$ cat config.mk
export PLATFORM = sky130hd
export DESIGN_NAME = card_pin_puk_guard_unit
export DESIGN_NICKNAME = d
export VERILOG_FILES = /design/src/cpg_pkg.sv /design/src/cpg_front.sv /design/src/cpg_queue.sv /design/src/cpg_back.sv /design/src/card_pin_puk_guard_unit.sv
export SDC_FILE = /design/constraint.sdc
export NUM_CORES = 1
export LEC_CHECK = 0
export ABC_AREA = 1
export BUFFER_PORTS_ARGS = -buffer_cell sky130_fd_sc_hd__buf_2
export CAP_MARGIN = 20
export CORE_ASPECT_RATIO = 1.4
export CORE_MARGIN = 10
export CORE_UTILIZATION = 35
export DETAILED_ROUTE_END_ITERATION = 8
export GPL_TIMING_DRIVEN = 0
export SLEW_MARGIN = 5
export SYNTH_ARGS = -nofsm -noshare
export SYNTH_HDL_FRONTEND = slang
export SYNTH_HIERARCHICAL = 1
export SYNTH_SLANG_ARGS = --single-unit
$ cat constraint.sdc
create_clock -name clk -period 6.95 [get_ports clk]
set_clock_uncertainty 0.05 [all_clocks]
set_input_delay 2.085 -clock clk [delete_from_list [all_inputs] [get_ports clk]]
set_output_delay 2.085 -clock clk [all_outputs]
set_load 0.02 [all_outputs]
$ cat src/cpg_pkg.sv
// Package for the card PIN/PUK guard: item structs, command kinds, phase codes,
// status codes and sizes shared by front, queue, back and top level.
// No dependencies.
package cpg_pkg;

  // PIN and PUK sizes in bytes
  localparam int PIN_BYTES = 4;
  localparam int PUK_BYTES = 8;
  localparam int PIN_W = 8 * PIN_BYTES;
  localparam int PUK_W = 8 * PUK_BYTES;
  localparam int PAY_W = 64;

  // command header codes
  localparam logic [7:0] CLASS_CARD  = 8'hA0;
  localparam logic [7:0] INS_INSTALL = 8'h00;
  localparam logic [7:0] INS_VERIFY  = 8'h20;
  localparam logic [7:0] INS_CHANGE  = 8'h24;
  localparam logic [7:0] INS_UNBLOCK = 8'h2C;

  // status bytes
  localparam logic [7:0] ST_OK        = 8'h90;
  localparam logic [7:0] ST_SECURITY  = 8'h98;
  localparam logic [7:0] ST_LENGTH    = 8'h6C;
  localparam logic [7:0] ST_REFUSED   = 8'h6D;
  localparam logic [7:0] ST_BAD_CLASS = 8'h6E;
  localparam logic [7:0] SW2_TRIES    = 8'h40;
  localparam logic [7:0] SW2_BAD_OLD  = 8'h4F;
  localparam logic [7:0] SW2_BLOCKED  = 8'h50;
  localparam logic [7:0] SW2_NONE     = 8'h00;

  // expected lengths
  localparam logic [7:0] LEN_PUK    = 8'(PUK_BYTES);
  localparam logic [7:0] LEN_PIN    = 8'(PIN_BYTES);
  localparam logic [7:0] LEN_CHANGE = 8'(2 * PIN_BYTES);

  localparam logic [3:0] TRIES_RESET = 4'd3;

  typedef enum logic [1:0] {
    PHASE_BLANK   = 2'd0,
    PHASE_PIN     = 2'd1,
    PHASE_BLOCKED = 2'd2
  } phase_t;

  typedef enum logic [2:0] {
    KIND_BAD_CLASS = 3'd0,
    KIND_UNKNOWN   = 3'd1,
    KIND_INSTALL   = 3'd2,
    KIND_VERIFY    = 3'd3,
    KIND_CHANGE    = 3'd4,
    KIND_UNBLOCK   = 3'd5
  } cmd_kind_t;

  typedef struct packed {
    logic [7:0]       class_byte;
    logic [7:0]       instruction;
    logic [7:0]       length;
    logic [PAY_W-1:0] payload;
  } cmd_item_t;

  typedef struct packed {
    logic [7:0] status_one;
    logic [7:0] status_two;
    logic       acknowledged;
  } rsp_item_t;

  // classified command as it sits in the queue
  typedef struct packed {
    cmd_kind_t        kind;
    logic             len_ok;
    logic [PAY_W-1:0] payload;
  } cmd_t;

endpackage

$ cat src/cpg_front.sv
// Front end of the card PIN/PUK guard: takes command items and classifies
// class, instruction and length into a queue entry. Uses cpg_pkg.
module cpg_front import cpg_pkg::*; (
  input  logic      cmd_valid,
  output logic      cmd_ready,
  input  cmd_item_t cmd,
  output logic      q_wr_valid,
  input  logic      q_wr_ready,
  output cmd_t      q_wr_data
);

  assign cmd_ready  = q_wr_ready;
  assign q_wr_valid = cmd_valid;

  // decode header into kind and length check
  always_comb begin
    q_wr_data.payload = cmd.payload;
    q_wr_data.kind    = KIND_UNKNOWN;
    q_wr_data.len_ok  = 1'b0;
    if (cmd.class_byte != CLASS_CARD) begin
      q_wr_data.kind = KIND_BAD_CLASS;
    end else begin
      case (cmd.instruction)
        INS_INSTALL: begin
          q_wr_data.kind   = KIND_INSTALL;
          q_wr_data.len_ok = (cmd.length == LEN_PUK);
        end
        INS_VERIFY: begin
          q_wr_data.kind   = KIND_VERIFY;
          q_wr_data.len_ok = (cmd.length == LEN_PIN);
        end
        INS_CHANGE: begin
          q_wr_data.kind   = KIND_CHANGE;
          q_wr_data.len_ok = (cmd.length == LEN_CHANGE);
        end
        INS_UNBLOCK: begin
          q_wr_data.kind   = KIND_UNBLOCK;
          q_wr_data.len_ok = (cmd.length == LEN_PUK);
        end
        default: begin
          q_wr_data.kind = KIND_UNKNOWN;
        end
      endcase
    end
  end

endmodule

$ cat src/cpg_queue.sv
// Two-entry queue of classified commands between front and back end.
// Uses cpg_pkg for the entry type.
module cpg_queue import cpg_pkg::*; (
  input  logic clk,
  input  logic rst,
  input  logic wr_valid,
  output logic wr_ready,
  input  cmd_t wr_data,
  output logic rd_valid,
  input  logic rd_ready,
  output cmd_t rd_data
);

  cmd_t       entries [2];
  logic       wr_ptr;
  logic       rd_ptr;
  logic [1:0] count;
  logic       push;
  logic       pop;

  assign wr_ready = (count != 2'd2);
  assign rd_valid = (count != 2'd0);
  assign rd_data  = entries[rd_ptr];
  assign push     = wr_valid && wr_ready;
  assign pop      = rd_valid && rd_ready;

  // entry storage
  always_ff @(posedge clk) begin
    if (push) begin
      entries[wr_ptr] <= wr_data;
    end
  end

  // pointers and fill count
  always_ff @(posedge clk) begin
    if (rst) begin
      wr_ptr <= 1'b0;
      rd_ptr <= 1'b0;
      count  <= 2'd0;
    end else begin
      if (push) begin
        wr_ptr <= ~wr_ptr;
      end
      if (pop) begin
        rd_ptr <= ~rd_ptr;
      end
      case ({push, pop})
        2'b10:   count <= count + 2'd1;
        2'b01:   count <= count - 2'd1;
        default: count <= count;
      endcase
    end
  end

endmodule

$ cat src/cpg_back.sv
// Back end of the card PIN/PUK guard: holds card state, carries out queued
// commands and registers the status item. Uses cpg_pkg.
module cpg_back import cpg_pkg::*; (
  input  logic       clk,
  input  logic       rst,
  input  logic       cfg_we,
  input  logic [3:0] cfg_data,
  input  logic       q_valid,
  output logic       q_ready,
  input  cmd_t       q_data,
  output logic       rsp_valid,
  input  logic       rsp_ready,
  output rsp_item_t  rsp
);

  logic [3:0]       retry_limit;
  phase_t           phase;
  phase_t           phase_next;
  logic [3:0]       tries_left;
  logic [3:0]       tries_left_next;
  logic [PIN_W-1:0] stored_pin;
  logic [PIN_W-1:0] stored_pin_next;
  logic [PUK_W-1:0] stored_puk;
  logic [PUK_W-1:0] stored_puk_next;
  logic             verified;
  logic             verified_next;
  rsp_item_t        rsp_next;

  logic             go_pin;
  logic             go_blocked;
  logic             fire;
  logic [PIN_W-1:0] pin_old;
  logic [PIN_W-1:0] pin_new;
  logic [PUK_W-1:0] puk_in;
  logic [3:0]       left;

  assign q_ready = !rsp_valid || rsp_ready;
  assign fire    = q_valid && q_ready;
  assign pin_old = q_data.payload[PAY_W-1 -: PIN_W];
  assign pin_new = q_data.payload[PAY_W-1-PIN_W -: PIN_W];
  assign puk_in  = q_data.payload[PAY_W-1 -: PUK_W];
  assign left    = (tries_left != 4'd0) ? tries_left - 4'd1 : 4'd0;

  // command decision: status, data updates and phase moves
  always_comb begin
    rsp_next        = '{status_one: ST_REFUSED, status_two: SW2_NONE, acknowledged: 1'b0};
    tries_left_next = tries_left;
    stored_pin_next = stored_pin;
    stored_puk_next = stored_puk;
    verified_next   = verified;
    go_pin          = 1'b0;
    go_blocked      = 1'b0;
    case (q_data.kind)
      KIND_BAD_CLASS: begin
        rsp_next.status_one = ST_BAD_CLASS;
      end
      KIND_INSTALL: begin
        if (phase != PHASE_BLANK) begin
          rsp_next.status_one = ST_REFUSED;
        end else if (!q_data.len_ok) begin
          rsp_next.status_one = ST_LENGTH;
          rsp_next.status_two = LEN_PUK;
        end else begin
          rsp_next.acknowledged = 1'b1;
          rsp_next.status_one   = ST_OK;
          stored_puk_next       = puk_in;
          stored_pin_next       = '0;
          go_pin                = 1'b1;
        end
      end
      KIND_VERIFY: begin
        if (phase != PHASE_PIN || verified) begin
          rsp_next.status_one = ST_REFUSED;
        end else if (!q_data.len_ok) begin
          rsp_next.status_one = ST_LENGTH;
          rsp_next.status_two = LEN_PIN;
        end else begin
          rsp_next.acknowledged = 1'b1;
          if (pin_old != stored_pin) begin
            tries_left_next     = left;
            rsp_next.status_one = ST_SECURITY;
            if (left == 4'd0) begin
              rsp_next.status_two = SW2_BLOCKED;
              go_blocked          = 1'b1;
            end else begin
              rsp_next.status_two = SW2_TRIES | {4'd0, left};
            end
          end else begin
            tries_left_next     = retry_limit;
            verified_next       = 1'b1;
            rsp_next.status_one = ST_OK;
          end
        end
      end
      KIND_CHANGE: begin
        if (!verified || phase == PHASE_BLOCKED) begin
          rsp_next.status_one = ST_REFUSED;
        end else if (!q_data.len_ok) begin
          rsp_next.status_one = ST_LENGTH;
          rsp_next.status_two = LEN_CHANGE;
        end else begin
          rsp_next.acknowledged = 1'b1;
          if (pin_old != stored_pin) begin
            rsp_next.status_one = ST_SECURITY;
            rsp_next.status_two = SW2_BAD_OLD;
          end else begin
            stored_pin_next     = pin_new;
            rsp_next.status_one = ST_OK;
            go_pin              = 1'b1;
          end
        end
      end
      KIND_UNBLOCK: begin
        if (phase != PHASE_BLOCKED) begin
          rsp_next.status_one = ST_REFUSED;
        end else if (!q_data.len_ok) begin
          rsp_next.status_one = ST_LENGTH;
          rsp_next.status_two = LEN_PUK;
        end else begin
          rsp_next.acknowledged = 1'b1;
          if (puk_in != stored_puk) begin
            rsp_next.status_one = ST_SECURITY;
            rsp_next.status_two = SW2_BLOCKED;
          end else begin
            tries_left_next     = retry_limit;
            stored_pin_next     = '0;
            rsp_next.status_one = ST_OK;
            go_pin              = 1'b1;
          end
        end
      end
      default: begin
        rsp_next.status_one = ST_REFUSED;
      end
    endcase
  end

  // card phase next state
  always_comb begin
    phase_next = phase;
    if (go_blocked) begin
      phase_next = PHASE_BLOCKED;
    end else if (go_pin) begin
      phase_next = PHASE_PIN;
    end
  end

  // card state and retry limit
  always_ff @(posedge clk) begin
    if (rst) begin
      retry_limit <= TRIES_RESET;
      phase       <= PHASE_BLANK;
      tries_left  <= TRIES_RESET;
      stored_pin  <= '0;
      stored_puk  <= '0;
      verified    <= 1'b0;
    end else begin
      if (cfg_we) begin
        retry_limit <= cfg_data;
      end
      if (fire) begin
        phase      <= phase_next;
        tries_left <= tries_left_next;
        stored_pin <= stored_pin_next;
        stored_puk <= stored_puk_next;
        verified   <= verified_next;
      end
    end
  end

  // output register
  always_ff @(posedge clk) begin
    if (rst) begin
      rsp_valid <= 1'b0;
    end else if (fire) begin
      rsp_valid <= 1'b1;
    end else if (rsp_ready) begin
      rsp_valid <= 1'b0;
    end
  end

  always_ff @(posedge clk) begin
    if (fire) begin
      rsp <= rsp_next;
    end
  end

endmodule

$ cat src/card_pin_puk_guard_unit.sv
// Card PIN/PUK guard: one status item per command item.
// A command passes from accept through the queue, then the output register, to status valid.
// Throughput: one command per cycle while the status side takes items; the back end's combinational decision sets this.
// Two-entry queue decouples front and back; output register holds one status item.
// Reset (synchronous, active high): blank phase, 3 tries, PIN/PUK zero,
// not verified, retry limit 3, queue and output empty.
module card_pin_puk_guard_unit import cpg_pkg::*; (
  input  logic       clk,
  input  logic       rst,
  input  logic       cmd_valid,
  output logic       cmd_ready,
  input  cmd_item_t  cmd,
  output logic       rsp_valid,
  input  logic       rsp_ready,
  output rsp_item_t  rsp,
  input  logic       cfg_we,
  input  logic [3:0] cfg_data
);

  logic q_wr_valid;
  logic q_wr_ready;
  cmd_t q_wr_data;
  logic q_rd_valid;
  logic q_rd_ready;
  cmd_t q_rd_data;

  cpg_front u_front (
    .cmd_valid  (cmd_valid),
    .cmd_ready  (cmd_ready),
    .cmd        (cmd),
    .q_wr_valid (q_wr_valid),
    .q_wr_ready (q_wr_ready),
    .q_wr_data  (q_wr_data)
  );

  cpg_queue u_queue (
    .clk      (clk),
    .rst      (rst),
    .wr_valid (q_wr_valid),
    .wr_ready (q_wr_ready),
    .wr_data  (q_wr_data),
    .rd_valid (q_rd_valid),
    .rd_ready (q_rd_ready),
    .rd_data  (q_rd_data)
  );

  cpg_back u_back (
    .clk       (clk),
    .rst       (rst),
    .cfg_we    (cfg_we),
    .cfg_data  (cfg_data),
    .q_valid   (q_rd_valid),
    .q_ready   (q_rd_ready),
    .q_data    (q_rd_data),
    .rsp_valid (rsp_valid),
    .rsp_ready (rsp_ready),
    .rsp       (rsp)
  );

  // a command taken by the back end shows up as a status item next cycle
  a_pop_to_rsp: assert property (@(posedge clk) disable iff (rst)
    q_rd_valid && q_rd_ready |=> rsp_valid)
    else $error("popped command produced no status item");

  // success always comes with the acknowledge and SW2_NONE
  a_ok_acked: assert property (@(posedge clk) disable iff (rst)
    rsp_valid && rsp.status_one == ST_OK |-> rsp.acknowledged && rsp.status_two == SW2_NONE)
    else $error("ok status without acknowledge");

  // rejected class, refused or wrong-length command is never acknowledged
  a_reject_no_ack: assert property (@(posedge clk) disable iff (rst)
    rsp_valid && (rsp.status_one == ST_BAD_CLASS || rsp.status_one == ST_REFUSED ||
                  rsp.status_one == ST_LENGTH) |-> !rsp.acknowledged)
    else $error("rejected command acknowledged");

endmodule

Word-level counts from Yosys, hierarchy flattened
Memories as Yosys holds them, arrays and structs flattened. A register that Yosys moved wholly into a read port is not among the register bits.
Index checks and enable logic that the tools add are counted.
{ "totals": {"ramBits": 136, "reg_bits": 129, "memories": 1} }
{ "memory_table": {"columns": ["name", "words", "word_bits", "read_ports", "rd_ports_with_merged_regs", "wr", "line_no", "source"], "rows": [
  ["u_queue.entries", 2, 68, 1, 1, 1, "cpg_queue.sv:14", "cmd_t entries [2];"]
]} }
{ "classes": {"reduce_logical": 24, "n_addsub": 3, "n_bitwise": 5, "n_eq_ne": 28, "muxes": 65} }
{ "ops": {"columns": ["operator", "count"], "rows": [
  ["32-bit two-way mux", 8],
  ["32-bit one-hot mux with 3 select lines", 1],
  ["64-bit != test", 1],
  ["16-bit two-way mux", 3],
  ["4-bit two-way mux", 10],
  ["8-bit two-way mux", 5],
  ["8-bit one-hot mux with 5 select lines", 1],
  ["9-bit two-way mux", 4],
  ["9-bit one-hot mux with 4 select lines", 1],
  ["32-bit != test", 1],
  ["8-bit by 6-bit == test with 1-bit output, second input constant", 3],
  ["7-bit two-way mux", 3],
  ["1-bit two-way mux", 20],
  ["2-bit != test, second input constant", 8],
  ["3-bit one-hot mux with 4 select lines", 1],
  ["2-bit nonzero test", 6],
  ["2-bit by 1-bit != test with 1-bit output, second input constant", 5],
  ["10-bit AND reduction", 1],
  ["8-bit by 3-bit == test with 1-bit output, second input constant", 1],
  ["8-bit by 4-bit == test with 1-bit output, second input constant", 1],
  ["8-bit zero test", 1],
  ["8-bit != test, second input constant", 1],
  ["4-bit one-hot mux with 2 select lines", 1],
  ["7-bit AND reduction", 1],
  ["25 further kinds", 37]
]} }

Depth between registers and ports, before layout
{ "depth": {"word_depth": 10, "depth_mapped": 20} }

Hierarchy
The synthesis kept the hierarchy.
{ "modules_own_cells": {"columns": ["module", "instances", "seq_area_each_um2", "area_per_inst_um2", "cells_per_inst"], "rows": [
  ["cpg_back", 1, 2522.4, 6443.7, 1029],
  ["cpg_queue", 1, 4184.0, 5238.8, 250],
  ["cpg_front", 1, 0.0, 709.4, 113]
]} }

Worst setup path after synthesis
No wires, ideal clock.
{ "synth_path": {"path_type": "input to register", "startpoint": "input port cmd_valid", "endpoint": "memory u_queue/entries[0][0] (netlist bit), enable pin", "required_ns": 6.406, "stages": 3, "slack_ns": 1.295, "path_buffers": 1, "setup_time_ns": 0.494, "arrival_time_ns": 5.110, "path_cell_list": "buf_4 nand2_1 nor2_1"} }
{ "synth_via": {"elab_chain_len": 3} }
{ "synth_lines": {"columns": ["item", "line_no", "source"], "rows": [
  ["start: declaration", "card_pin_puk_guard_unit.sv:10", "input logic cmd_valid,"],
  ["1-bit logical AND", "cpg_queue.sv:24", "assign push = wr_valid && wr_ready;"],
  ["1-bit two-way mux", "cpg_queue.sv:29", "if (push) begin"],
  ["1-bit two-way mux (not written as such)", "cpg_queue.sv:30", "entries[wr_ptr] <= wr_data;"],
  ["end: declaration", "cpg_queue.sv:14", null]
]} }
No other way between the ends.

Worst setup path after layout
{ "layout_path": {"startpoint": "input port rsp_ready", "endpoint": "register u_back.stored_puk[9]"} }
{ "layout_via": {"elab_chain_len": 3} }
{ "layout_lines": {"columns": ["item", "line_no", "source"], "rows": [
  ["start: declaration", "card_pin_puk_guard_unit.sv:14", "input logic rsp_ready,"],
  ["1-bit logical OR", "cpg_back.sv:37", "assign q_ready = !rsp_valid || rsp_ready;"],
  ["via q_rd_ready", "card_pin_puk_guard_unit.sv:24", "logic q_rd_ready;"],
  ["1-bit logical AND", "cpg_back.sv:38", "assign fire = q_valid && q_ready;"],
  ["via u_back.fire", "cpg_back.sv:31", "logic fire;"],
  ["4-bit AND reduction (no line)", null, null],
  ["end signal: assignment", "cpg_back.sv:165", "stored_puk <= stored_puk_next;"],
  ["end: declaration", "cpg_back.sv:23", "logic [PUK_W-1:0] stored_puk;"]
]} }
The timed path passes the listed nets, and every way through them passes these cells.
A chain may end at the register's enable or synchronous reset.

==> out/qor.csv <==
metric;value;unit
TritonCTS buffer count;26;
Port Buf Inserts;48;
cell chain of the critical path;buf_2 -> inv_1 -> nand2_1 -> nand2_1 -> inv_1 -> nand2_1 -> clkbuf_1 -> clkbuf_1 -> o21ai_0 -> a21oi_1;
vias in the first global route;8705;
clk sink count;261;
Logic pwr share;33.7;%
Power Total;5.09;mW
Critical Path Fanout Max;16;
post-cts gate resize count;0;
Synth Cell Area;12400;sq um
final hold vios;0;
Slowest Stage Delay on Critical Path;0.55;ns
Initial Util;35.4;%
synthesized flop and latch total;261;
initial antenna violation count;0;
critical path class;primary input to register;
Area after DPL;13300;sq um
clock buffer depth;3;
most common cell after layout, fill and taps aside;nand2_1;
vertical die dimension;243;microns
Yosys Warn Count;6;
MaxCap Viol Count;0;
global route overflow;0;
FP Rows;81;
Hold WC Path Type;register to register;
CP Capture Type;register;
Synth-to-Final Area Change;13.9;%
Nets;1571;
slowest stage cell, crit path;clkbuf_1;
n_diodes;0;
fin crit period;3.85;ns
Routed WL;28.4;mm
total number of vias;8742;
largest net degree at the start of global routing;31;
clock power share;26.5;%
first-pass GRT wire length;45.0;mm
CTS Root Cell;clkbuf_16;
ys async rst share;0;%
H-tree Lvls;1;
Internal;3.37;mW
DRC violations left;0;
Pins Over Slew Limit;0;
cell area after layout;14100;sq um
slew of the pin with the lowest slew margin;0.691;ns
setup violators final;0;
post-DP HPWL;21.6;mm
commonest cells after routing, fill and taps aside;nand2_1, nor2_1, inv_1;
1st-pass router iterations;5;
outcome;completed;
Iteration-0 DRC Markers;413;
core area;35000;sq um
power per cell area;361;nW/um^2
worst-skew pair later-pin latency;0.55;ns
Primary FF master, synth;edfxtp_1;
Hold Buf Count CTS;0;
register share of total power;39.7;%
Post-synth EDFFs;148;
die area;43400;sq um
VDD IR max;0.161;mV
I/O pins;116;
Slew HR;53.9;%
Mapped Avg Cell Area;8.90;sq um
ANT nets after route;0;
P_leak;6.10;nW
Seq/Total Area, Yosys;54.1;%
final worst-path cycle share;55.5;%
number of fill cells;3437;
Reg clk slew, reported paths;0.06;ns
post-synthesis cell type count;36;
CP required;7.37;ns
kind of start point of the critical path;primary input;
FMAX;259;MHz
post-synthesis cell count;1392;
post-CTS setup repair buffer count;0;
Total Routing Usage GR;13.0;%
Final Wtd Congestion;0.892;
RSZ-0062 raised after global routing;no;
Vias/cell;4.49;
die extent in x;179;microns
P_sw;1.72;mW
share of post-route cells with drive strength above 1;18.2;%
reg-to-reg setup timing slack;3.87;ns
critical path data arrival time;4.27;ns
CTS tree;built;
switch share;33.8;%
setup TNS;0;ns
CP dominant cell by count;nand2_1;
wire per inst;14.6;microns
-- power groups by stage --
| stage | combinational (mW) | clock, mW | sequential, mW |
|---|---|---|---|
| after floorplan | 1.26 | 0 | 2.09 |
| after global placement | 1.68 | 0 | 2.07 |
| after detailed placement | 1.73 | 0 | 2.06 |
| after CTS | 1.74 | 1.39 | 2.02 |
| after global routing | 1.93 | 1.45 | 2.05 |
| final | 1.72 | 1.35 | 2.02 |
-- area by class of cell --
cell class                 instances  area, sq um  area share, %
clock buffer                      44          791           5.60
timing repair buffer              52          320           2.27
multi-input combinational        845         4290           30.4
inverter                         173          649           4.60
clock inverter                     4         25.0          0.177
sequential                       261         6710           47.5
tap                              456          571           4.04
buffer                           114          768           5.44
-- critical path: cells and delay by family --
| kind | cells | cell delay, ns |
|---|---|---|
| compound gates | 2 | 0.29 |
| simple gates | 3 | 0.52 |
| buf+inv | 5 | 1.36 |
-- Yosys cell counts, types with 2 or more instances --
library cell	n	area, sq um
a21oi_1	66	330
buf_2	8	40.0
buf_4	74	556
buf_6	4	45.0
buf_8	2	30.0
clkbuf_1	25	93.8
dfxtp_1	113	2260
edfxtp_1	148	4440
inv_1	154	578
inv_2	18	67.6
mux2_2	48	541
mux2_4	20	300
nand2_1	303	1140
nand2_2	5	31.3
nand3_1	26	130
nand4_1	8	50.1
nor2_1	235	882
nor2_4	2	22.5
nor3_1	5	25.0
o21ai_0	72	360
xnor2_1	22	193
xor2_1	20	175
-- metrics by stage --
step / cells / hold WS [ns] / setup WS, ns / utilization [%]
3_3_place_gp: 1897 / 0.403 / -0.622 / 37.8
2_1_floorplan: 1393 / 0.379 / 1.30 / -
4_1_cts: 1949 / 0.418 / 3.06 / 40.4
3_5_place_dp: 1901 / 0.404 / 2.50 / 38.0
5_1_grt: 1949 / 0.426 / 2.88 / 40.4
6_report: 1949 / 0.418 / 3.10 / 40.4
-- logic make-up (layout without fill, tap and decap cells) --
group | count (synthesis) | count (layout) | share of synthesized area, %
simple gates | 589 | 589 | 18.7
buf+inv | 287 | 387 | 11.4
flops | 261 | 261 | 54.1
compound gates | 143 | 143 | 5.88
mux | 68 | 68 | 6.79
xor+xnor | 42 | 42 | 2.97
fa+ha+maj | 1 | 1 | 0.101
other cells | 1 | 2 | 0.0303
-- final timing paths --
kind                                      start  cells past startpoint                                  to
max                                   rsp_ready                     10   u_back/stored_puk[9]$_SDFFE_PP0P_
min          u_back/stored_puk[59]$_SDFFE_PP0P_                      2  u_back/stored_puk[59]$_SDFFE_PP0P_
max reg2reg                            register                     16  u_back/stored_pin[18]$_SDFFE_PP0P_
min reg2reg  u_back/stored_puk[59]$_SDFFE_PP0P_                      2  u_back/stored_puk[59]$_SDFFE_PP0P_
-- layer usage --
metal | GRT usage, % | wire, microns | up-vias
met5 | 0 | 0 | -
met4 | 4.95 | 855 | 0
met3 | 1.99 | 1250 | 43
met2 | 24.3 | 15300 | 156
met1 | 14.2 | 11000 | 4020
li1 | - | - | 4523
-- state kept, by name (all words and copies together) (netlist names), named ones only --
signal,flops
u_queue/entries,136
u_back/stored_puk,64
u_back/stored_pin,32
u_back/rsp,12
u_back/retry_limit,4
u_back/tries_left,4
u_back/phase,2
u_queue/count,2
u_back/rsp_valid,1
u_back/verified,1
u_queue/rd_ptr,1
u_queue/wr_ptr,1
(Power assumes the default switching activity.)
